$ cat src/hw/rtl/ctl_pkg.sv
// Package of types, constants and helper functions for the C token lexer.
package ctl_pkg;

  localparam int OFFSET_WIDTH = 32;
  localparam int MAX_KEYWORD_LENGTH = 13;
  localparam int LENGTH_WIDTH = 16;
  localparam int KW_COUNT = 24;
  localparam int QUEUE_DEPTH = 4;
  localparam int QUEUE_AW = 2;

  localparam logic [4:0] K_PUNCT  = 5'd0;
  localparam logic [4:0] K_NUM    = 5'd1;
  localparam logic [4:0] K_IDENT  = 5'd2;
  localparam logic [4:0] K_STRCH  = 5'd3;
  localparam logic [4:0] K_BRACE  = 5'd4;
  localparam logic [4:0] K_TYPE   = 5'd5;
  localparam logic [4:0] K_EOF    = 5'd23;
  localparam logic [4:0] K_ERR    = 5'd24;
  localparam logic [4:0] K_DEFINE = 5'd25;

  // Reported lengths of single-byte tokens, two-byte punctuators and define notices.
  localparam logic [LENGTH_WIDTH-1:0] LEN_ONE    = LENGTH_WIDTH'(1);
  localparam logic [LENGTH_WIDTH-1:0] LEN_PAIR   = LENGTH_WIDTH'(2);
  localparam logic [LENGTH_WIDTH-1:0] LEN_DEFINE = LENGTH_WIDTH'(7);

  localparam logic [63:0] VAL_MAX = 64'h7FFF_FFFF_FFFF_FFFF;
  // Largest accumulator that can still take a digit d: (VAL_MAX - d) / 10.
  localparam logic [63:0] SAT_LIM_LO = 64'd922337203685477580;

  typedef logic [MAX_KEYWORD_LENGTH*8-1:0] word_t;

  typedef struct packed {
    logic [4:0]              kind;
    logic [4:0]              kidx;
    logic [OFFSET_WIDTH-1:0] start;
    logic [LENGTH_WIDTH-1:0] len;
    logic [63:0]             value;
    logic                    last;
  } token_t;

  // Keyword text packed byte 0 in the low bits.
  function automatic word_t kw_text(input int i);
    string s;
    word_t w;
    case (i)
      0: s = "void";      1: s = "_Bool";    2: s = "char";     3: s = "int";
      4: s = "long";      5: s = "struct";   6: s = "enum";     7: s = "if";
      8: s = "else";      9: s = "switch";   10: s = "case";    11: s = "default";
      12: s = "for";      13: s = "do";      14: s = "while";   15: s = "break";
      16: s = "continue"; 17: s = "sizeof";  18: s = {"_Align", "of"};
      19: s = "typedef";  20: s = "return";  21: s = "extern";  22: s = "const";
      default: s = {"_Thread", "_local"};
    endcase
    w = '0;
    for (int k = 0; k < MAX_KEYWORD_LENGTH; k++) begin
      if (k < s.len()) w[k*8 +: 8] = s[k];
    end
    return w;
  endfunction

  function automatic int kw_len(input int i);
    case (i)
      3, 12: return 3;
      7, 13: return 2;
      1, 14, 15, 22: return 5;
      5, 9, 17, 20, 21: return 6;
      11, 19: return 7;
      16, 18: return 8;
      23: return 13;
      default: return 4;
    endcase
  endfunction

  function automatic logic ident_char(input logic [7:0] c);
    return (c >= "a" && c <= "z") || (c >= "A" && c <= "Z") ||
           (c >= "0" && c <= "9") || c == "_";
  endfunction

endpackage

$ cat src/hw/rtl/ctl_queue.sv
// Token queue between the front end and the output: takes up to three tokens a cycle.
module ctl_queue (
  input  logic            clk,
  input  logic            rst,
  input  logic [1:0]      push_count,
  input  ctl_pkg::token_t push0,
  input  ctl_pkg::token_t push1,
  input  ctl_pkg::token_t push2,
  output logic            space_ok,
  output logic            out_valid,
  input  logic            out_ready,
  output ctl_pkg::token_t out_tok
);
  import ctl_pkg::*;

  token_t                mem [QUEUE_DEPTH];
  logic [QUEUE_AW-1:0]   rd_ptr, wr_ptr;
  logic [QUEUE_AW:0]     count, count_next;
  logic                  pop;

  assign out_valid = count != '0;
  assign out_tok   = mem[rd_ptr];
  assign pop       = out_valid && out_ready;
  // Room for a full burst of three is needed before a word is taken.
  assign space_ok  = count <= (QUEUE_AW + 1)'(QUEUE_DEPTH - 3);
  assign count_next = count + (QUEUE_AW + 1)'(push_count) - (QUEUE_AW + 1)'(pop);

  always_ff @(posedge clk) begin
    if (rst) begin
      rd_ptr <= '0;
      wr_ptr <= '0;
      count  <= '0;
    end else begin
      count  <= count_next;
      wr_ptr <= wr_ptr + QUEUE_AW'(push_count);
      if (pop) rd_ptr <= rd_ptr + 1'b1;
    end
  end

  always_ff @(posedge clk) begin
    if (push_count > 2'd0) mem[wr_ptr] <= push0;
    if (push_count > 2'd1) mem[wr_ptr + QUEUE_AW'(1)] <= push1;
    if (push_count > 2'd2) mem[wr_ptr + QUEUE_AW'(2)] <= push2;
  end

endmodule

$ cat config.mk
export PLATFORM = sky130hd
export DESIGN_NAME = ctl_queue
export DESIGN_NICKNAME = d
export VERILOG_FILES = /design/src/hw/rtl/ctl_pkg.sv /design/src/hw/rtl/ctl_queue.sv
export SDC_FILE = /design/constraint.sdc
export NUM_CORES = 1
export LEC_CHECK = 0
export BUFFER_PORTS_ARGS = -buffer_cell sky130_fd_sc_hd__buf_4
export CORE_MARGIN = 2
export CORE_UTILIZATION = 30
export DETAILED_ROUTE_END_ITERATION = 8
export PLACE_DENSITY = 0.55
export SLEW_MARGIN = 20
export SYNTH_ARGS = -nofsm -noshare
export SYNTH_HDL_FRONTEND = slang
export SYNTH_SLANG_ARGS = --single-unit
export TNS_END_PERCENT = 1
$ cat constraint.sdc
create_clock -name clk -period 13.17 [get_ports clk]
set_input_delay 0.6585 -clock clk [delete_from_list [all_inputs] [get_ports clk]]
set_output_delay 0.6585 -clock clk [all_outputs]
set_load 0.02 [all_outputs]
==> metrics.md, run 1 <==
| Metric | Value |
|---|---|
| Initial antenna violation count | `21` |
| Total GRT Usage | `21.03%` |
| # placed instances | `4,443` |
| First-pass GRT wire length | `150.6 mm` |
| Switching power | `1.762 mW` |
| Slew Viols, Final | `0` |
| Slew headroom | `28.64%` |
| R2r endpoint | `mem[2][82]` |
| Total Nets Final | `3,628` |
| Layout fillers | `9,212` |
| Crit path capture type | `primary output` |
| Number of distinct library cells after synthesis | `33` |
| Overflow after GRT | `0` |
| Synthesis-to-layout area growth | `22.41%` |
| Share of cells above drive strength 1 | `23.02%` |
| Core Box Area | `0.09291 sq mm` |
| Pwr dens | `157.8 mW/mm^2` |
| Crit-path cells | `buf_4 > buf_4 > mux4_2 > buf_4` |
| Final Instance Area | `0.03429 sq mm` |
| Htree depth | `2` |
| Clock network fraction of design power | `28.5%` |
| Placed inst area | `0.03250 sq mm` |
| WHS Endpoint | `wr_ptr[1]` |
| Syn nets | `3,275` |
| Levels on crit path | `4` |
| Max Cap Violations | `0` |
| Clk sinks | `501` |
| Hold crit path type | `input port to flop` |
| Cells after synthesis | `2,896` |
| CTS root buffer | `clkbuf_16` |
| Register bit total from synthesis | `501` |
| Clock-pin slew on the worst setup and hold paths | `0.07 ns` |
| Drt drc | `0` |
| Die height | `309.6 microns` |
| Crit Path Class | `flop to primary output` |
| Combinational share of power | `31.7%` |
| Largest net degree at the start of global routing | `178` |
| Max Root-Sink Buffers | `3` |
| Worst hold path depth | `2` |
| Worst R2R Setup Slack | `9.58 ns` |
| Sequential power share | `39.7%` |
| CTS tree | `built` |
| Worst r2r path cells | `4` |
| Mapped Area | `0.02802 sq mm` |
| Final worst slack | `8.900 ns` |
| Maximum vdd drop | `0.1183 mV` |
| Leakage power | `13.14 nW` |
| R2r startpoint | `wr_ptr[0]` |
| Yosys warning count | `0` |
| Final setup fails | `0` |
| Status | `finished, final reports clean` |
| RSZ-0062 raised after global routing | `false` |
| Skew final | `0.01966 ns` |
| Final hold vios | `0` |
| Sw frac | `32.54%` |
| TritonRoute pass-1 iters | `7` |
| Wire length per cell | `22.76 microns` |
| Top cells by area, synth | `edfxtp_1 (53%), nand2_1 (13%), a31oi_1 (11%), mux4_2 (9.9%), nor2_1 (6.7%)` |
| Routed vias/inst | `5.269` |
| FMAX | `234.2 MHz` |
| Internal power | `3.651 mW` |
| CP max-delay cell | `buf_4` |
| Starting density of the core | `30.15%` |
| CTS buffer count | `58` |
| Post-Place Setup Slack | `9.440 ns` |
| Slew @ Worst Pin | `1.070 ns` |
| Die Area | `0.09585 sq mm` |
| Crit path required time | `12.51 ns` |
| Largest stage delay on the critical path | `0.86 ns` |
| Routed Antenna Nets | `0` |
| Arrival @ worst endpoint | `3.61 ns` |
| Post-cts gate resize count | `0` |
| Post-route minimum period | `4.270 ns` |
| Crit path buf inv count | `3` |
| Top cell type's share of synthesized area | `52.74%` |
| WL final | `103.8 mm` |
| Post-route non-filler standard cell count | `4,561` |
| Delay-heaviest family, CP | `buffers and inverters` |
| Initial DRC Count | `2,284` |
| Final setup TNS | `0 ns` |
| Post-CTS Setup Inserts | `0` |
| Worst skew pair latency | `0.62 ns` |
| Vias in the first global route | `23,520` |
| Final period util | `32.42%` |
| Hold_sp | `rst` |
| Hpwl dp | `63.37 mm` |
| Yosys top cell by area | `edfxtp_1` |
| # port buffers | `498` |
| CP dominant cell by count | `buf_4` |
| Mean Syn Cell Area | `9.674 sq um` |
| CP max FO | `44` |
| Crit start category | `flop` |
| Hold buffer count at cts | `0` |
| FP Rows | `112` |
| IO Count | `499` |
| Hold_ws | `0.2660 ns` |
| Post-synthesis sequential area ratio | `53.38%` |
| Die width | `309.6 microns` |
| DR vias | `24,030` |
| Placer Congestion | `0.7943` |
layout by cell type, fill, tap and decap left out, types with 6 or more instances in the layout:
cell type,instances
a31oi_1,493
buf_4,542
clkbuf_1,22
clkbuf_16,59
clkinv_2,8
dfxtp_1,7
diode_2,14
edfxtp_1,492
inv_1,6
mux4_2,123
nand2_1,987
nor2_1,500
cell usage after synthesis (all sizes together):
cell	count
a21oi	3
and3b	2
nand3	1
nand4	1
mux4	123
buf	181
nand3b	2
and3	1
xor2	1
clkbuf	70
nand4b	2
nor3b	1
inv	6
a31oi	493
fa	1
o311ai	1
dfxtp	9
ha	4
nor3	2
or3b	1
nand2	987
nor2b	2
nor2	500
a211oi	2
a21o	1
nand4bb	1
edfxtp	492
o31a	1
xnor2	5
final cells by class:
cell class | count | area, sq um | share of cell area (%)
flip-flops and latches | 501 | 14960 | 43.63
multi-input cells | 2138 | 11840 | 34.53
repair buffers | 544 | 4109 | 11.98
clock buffers | 83 | 1587 | 4.626
well taps | 1254 | 1569 | 4.575
clock inverters | 21 | 167.7 | 0.4889
diodes | 14 | 35.03 | 0.1022
inverters | 6 | 22.52 | 0.06567
logic make-up (layout without fill, tap and decap cells):
logic type,after synthesis,after routing,share of synthesized area [%]
muxes,123,123,9.888
other,0,14,0
AOI/OAI and AO/OA,501,501,11.21
adders and majority gates,5,5,0.2501
and+or+nand+nor,1503,1503,20.41
buffers and inverters,257,654,4.676
xor gates and xnor gates,6,6,0.1876
DFF,501,501,53.38
sequential cells by signal (all words and copies together) (netlist names), named ones only:
signal and flops:
mem 492, count 3, rd_ptr 2, wr_ptr 2
worst max-delay path by stage:
| stage | startpoint | endpoint | slack (ns) |
|---|---|---|---|
| 2_1_floorplan | push_count[1] | mem[0][0] | 2.30 |
| 3_3_place_gp | flop | out_tok[84] | 9.46 |
| 3_5_place_dp | flop | out_tok[1] | 9.44 |
| 4_1_cts | flop | out_tok[1] | 8.74 |
| 5_1_grt | flop | out_tok[1] | 8.57 |
| 6_report | flop | out_tok[1] | 8.90 |
per-stage QoR:
| stage | utilization (%) | total power [mW] |
|---|---|---|
| floorplan | - | 3.236 |
| global placement | 34.99 | 3.910 |
| detailed placement | 34.99 | 3.920 |
| CTS | 36.87 | 5.464 |
| global route | 36.90 | 5.642 |
| finish | 36.91 | 5.413 |
power groups by stage:
stage,Clock (mW),Sequential (mW),Combinational (mW)
2_1_floorplan,0,2.17,1.07
3_5_place_dp,0,2.19,1.73
5_1_grt,1.63,2.17,1.84
6_report,1.54,2.15,1.72
3_3_place_gp,0,2.19,1.72
4_1_cts,1.57,2.16,1.74
layer usage:
metal | global-route usage (%) | up-vias | share of wire (%)
met5 | 0 | - | 0.074
met4 | 9.122 | 14 | 3.4
met3 | 5.854 | 226 | 9.5
met2 | 35.22 | 1088 | 49
met1 | 25.28 | 11600 | 38
li1 | - | 11110 | -
(Power assumes the default switching activity.)
==> inputs of run 2 (changes only) <==
--- a/config.mk
+++ b/config.mk
@@ -9,7 +9,7 @@
 export CORE_MARGIN = 2
 export CORE_UTILIZATION = 30
 export DETAILED_ROUTE_END_ITERATION = 8
-export PLACE_DENSITY = 0.55
+export PLACE_DENSITY = 0.57
 export SLEW_MARGIN = 20
 export SYNTH_ARGS = -nofsm -noshare
 export SYNTH_HDL_FRONTEND = slang
==> constraint.sdc (replaced) <==
create_clock -name clk -period 3.6 [get_ports clk]
set_input_delay 0.18 -clock clk [delete_from_list [all_inputs] [get_ports clk]]
set_output_delay 0.18 -clock clk [all_outputs]
set_load 0.02 [all_outputs]
==> metrics.md, run 2 (synthesized netlist as in run 1, its figures left out) <==
| Metric | Value |
|---|---|
| Status | `finished, final reports clean` |
| Synthesis-to-layout area growth | `47.43%` |
| Clock network fraction of design power | `28.6% (about the same)` |
| Core Box Area | `0.09291 sq mm (unchanged)` |
| Largest net degree at the start of global routing | `133 (-25%)` |
| R2r startpoint | `wr_ptr[0]` |
| Total Nets Final | `4,267 (+18%)` |
| Post-CTS Setup Inserts | `0 (unchanged)` |
| IO Count | `499 (unchanged)` |
| Crit Path Class | `flop to flop` |
| Slew @ Worst Pin | `0.9020 ns (-0.1683 ns)` |
| FMAX | `318.4 MHz` |
| Wire length per cell | `20.65 microns (-9.2%)` |
| Final period util | `87.25%` |
| Die height | `309.6 microns (unchanged)` |
| Worst r2r path cells | `5 (+1)` |
| Biggest regs | `mem (492), count (3)` |
| Vias in the first global route | `26,760 (+14%)` |
| Worst R2R Setup Slack | `0.46 ns (-9.12 ns)` |
| Starting density of the core | `30.15% (unchanged)` |
| Drt drc | `0 (unchanged)` |
| Slew headroom | `39.79% (+11 points)` |
| Number of flip-flops in the largest register | `492 (unchanged)` |
| Power, Total | `21.53 mW (+300%)` |
| Routing usage on met2 | `36.94% (+1.7 points)` |
| Most frequent cells in the layout | `nand2_1 (987), dlygate4sd3_1 (617), buf_4 (522)` |
| Hold crit path type | `input port to flop` |
| # port buffers | `498 (unchanged)` |
| CP max FO | `43 (-2.3%)` |
| Max Root-Sink Buffers | `3 (unchanged)` |
| Htree depth | `2 (unchanged)` |
| Post-route minimum period | `3.141 ns` |
| Routed vias/inst | `5.274 (about the same)` |
| Initial DRC Count | `2,911 (+27%)` |
| Top reg by flops | `mem` |
| Share of cells above drive strength 1 | `20.11% (-2.9 points)` |
| R2r endpoint | `mem[2][100]` |
| Placer Congestion | `0.7973 (+0.38%)` |
| CTS root buffer | `clkbuf_16` |
| Overflow after GRT | `0 (unchanged)` |
| Arrival @ worst endpoint | `3.50 ns (-0.11 ns)` |
| Sw frac | `31.88% (-0.66 points)` |
| Gr busiest metal | `met2` |
| Critical Path Start | `wr_ptr[0]` |
| Sequential power share | `36.6% (-3.1 points)` |
| Hpwl dp | `61.71 mm (-2.6%)` |
| Crit path capture type | `flop` |
| Slew Viols, Final | `0 (unchanged)` |
| FP Rows | `112 (unchanged)` |
| RSZ-0062 raised after global routing | `false` |
| Crit path required time | `3.96 ns (-8.55 ns)` |
| Switching power | `6.865 mW (+290%)` |
| Clock-pin slew on the worst setup and hold paths | `0.06 ns (about the same)` |
| Die Area | `0.09585 sq mm (unchanged)` |
| First-pass GRT wire length | `158.5 mm (+5.2%)` |
| Max Cap Violations | `0 (unchanged)` |
| Worst skew pair latency | `0.62 ns (about the same)` |
| Met1 usage | `27.61% (+2.3 points)` |
| Internal power | `14.67 mW (+300%)` |
| Final worst slack | `0.4590 ns (-8.441 ns)` |
| Post-Place Setup Slack | `0.9195 ns (-8.520 ns)` |
| TritonRoute pass-1 iters | `6 (-1)` |
| Maximum vdd drop | `0.3597 mV (+200%)` |
| # placed instances | `4,462 (+0.43%)` |
| WL final | `107.4 mm (+3.4%)` |
| Pwr dens | `521.3 mW/mm^2 (+230%)` |
| CTS tree | `built` |
| CTS buffer count | `61 (+5.2%)` |
| Total GRT Usage | `21.55% (+0.52 points)` |
| Final setup fails | `0 (unchanged)` |
| Clk sinks | `501 (unchanged)` |
| Critical Path End | `mem[2][100]` |
| Post-route non-filler standard cell count | `5,198 (+14%)` |
| Crit start category | `flop` |
| GR Util met3 | `3.429% (-2.4 points)` |
| Final hold vios | `0 (unchanged)` |
| Most common cell after layout, fill and taps aside | `nand2_1` |
| Leakage power | `16.13 nW (+23%)` |
| Skew final | `0.01694 ns (-0.002720 ns)` |
| DR vias | `27,410 (+14%)` |
| Die width | `309.6 microns (unchanged)` |
| Routed Antenna Nets | `0 (unchanged)` |
| Combinational share of power | `34.8% (+3.1 points)` |
| Initial antenna violation count | `6 (-71%)` |
| Hold_ws | `0.06012 ns (-0.2059 ns)` |
-- run 2: metal layers --
metal | vias up | routed length (microns)
met5 | - | 13
met4 | 2 | 2902
met3 | 233 | 9182
met2 | 1475 | 52610
met1 | 13310 | 42660
li1 | 12390 | -
-- run 2: what timing repair did --
action                                 in CTS  in global routing
hold buffers                              617                  0
gates resized for setup                     0                  0
endpoints found under the hold margin     501                  0
-- run 2: metrics by stage --
stage | instance area (sq um) | util, % | TNS, ns
final | 41300 | 44.45 | 0
after CTS | 41290 | 44.44 | 0
after global routing | 41300 | 44.45 | 0
after floorplan | 28080 | - | -204.43
after global placement | 33140 | 35.67 | 0
after detailed placement | 33140 | 35.67 | 0
-- run 2: worst min path at each step --
stage                       start   endpoint  slack (ns)  depth (start not counted)
global route        push_count[0]   count[0]        0.04                          3
finish              push_count[0]   count[0]        0.06                          3
global placement              rst   count[1]        0.43                          2
CTS                 push_count[0]   count[0]        0.02                          3
detailed placement            rst       flop        0.43                          2
floorplan                     rst  wr_ptr[1]        0.24                          1
-- run 2: final cells by class --
class                   count  area [sq um]
fillers                  8559         51610
well taps                1254          1569
multi-input cells        2138         11840
inverters                   6         27.53
diodes                      6         15.01
clock buffers              70          1603
repair buffers           1180         10920
clock inverters            43         366.6
flip-flops and latches    501         14960
-- run 2: power groups by stage --
stage	logic [mW]	clock network [mW]	registers [mW]
after floorplan	3.94	0	7.81
after global placement	6.59	0	8.00
after detailed placement	6.63	0	8.01
after CTS	7.48	6.27	7.89
after global routing	7.94	6.47	7.97
final	7.50	6.15	7.88
-- run 2: worst max-delay path, stage by stage, from the launching register on --
cell and delay (ns):
dfxtp_1 0.91, nand3b_4 0.69, buf_12 0.42, nand2_1 0.12
a31oi_1 0.08, dlygate4sd3_1 0.59
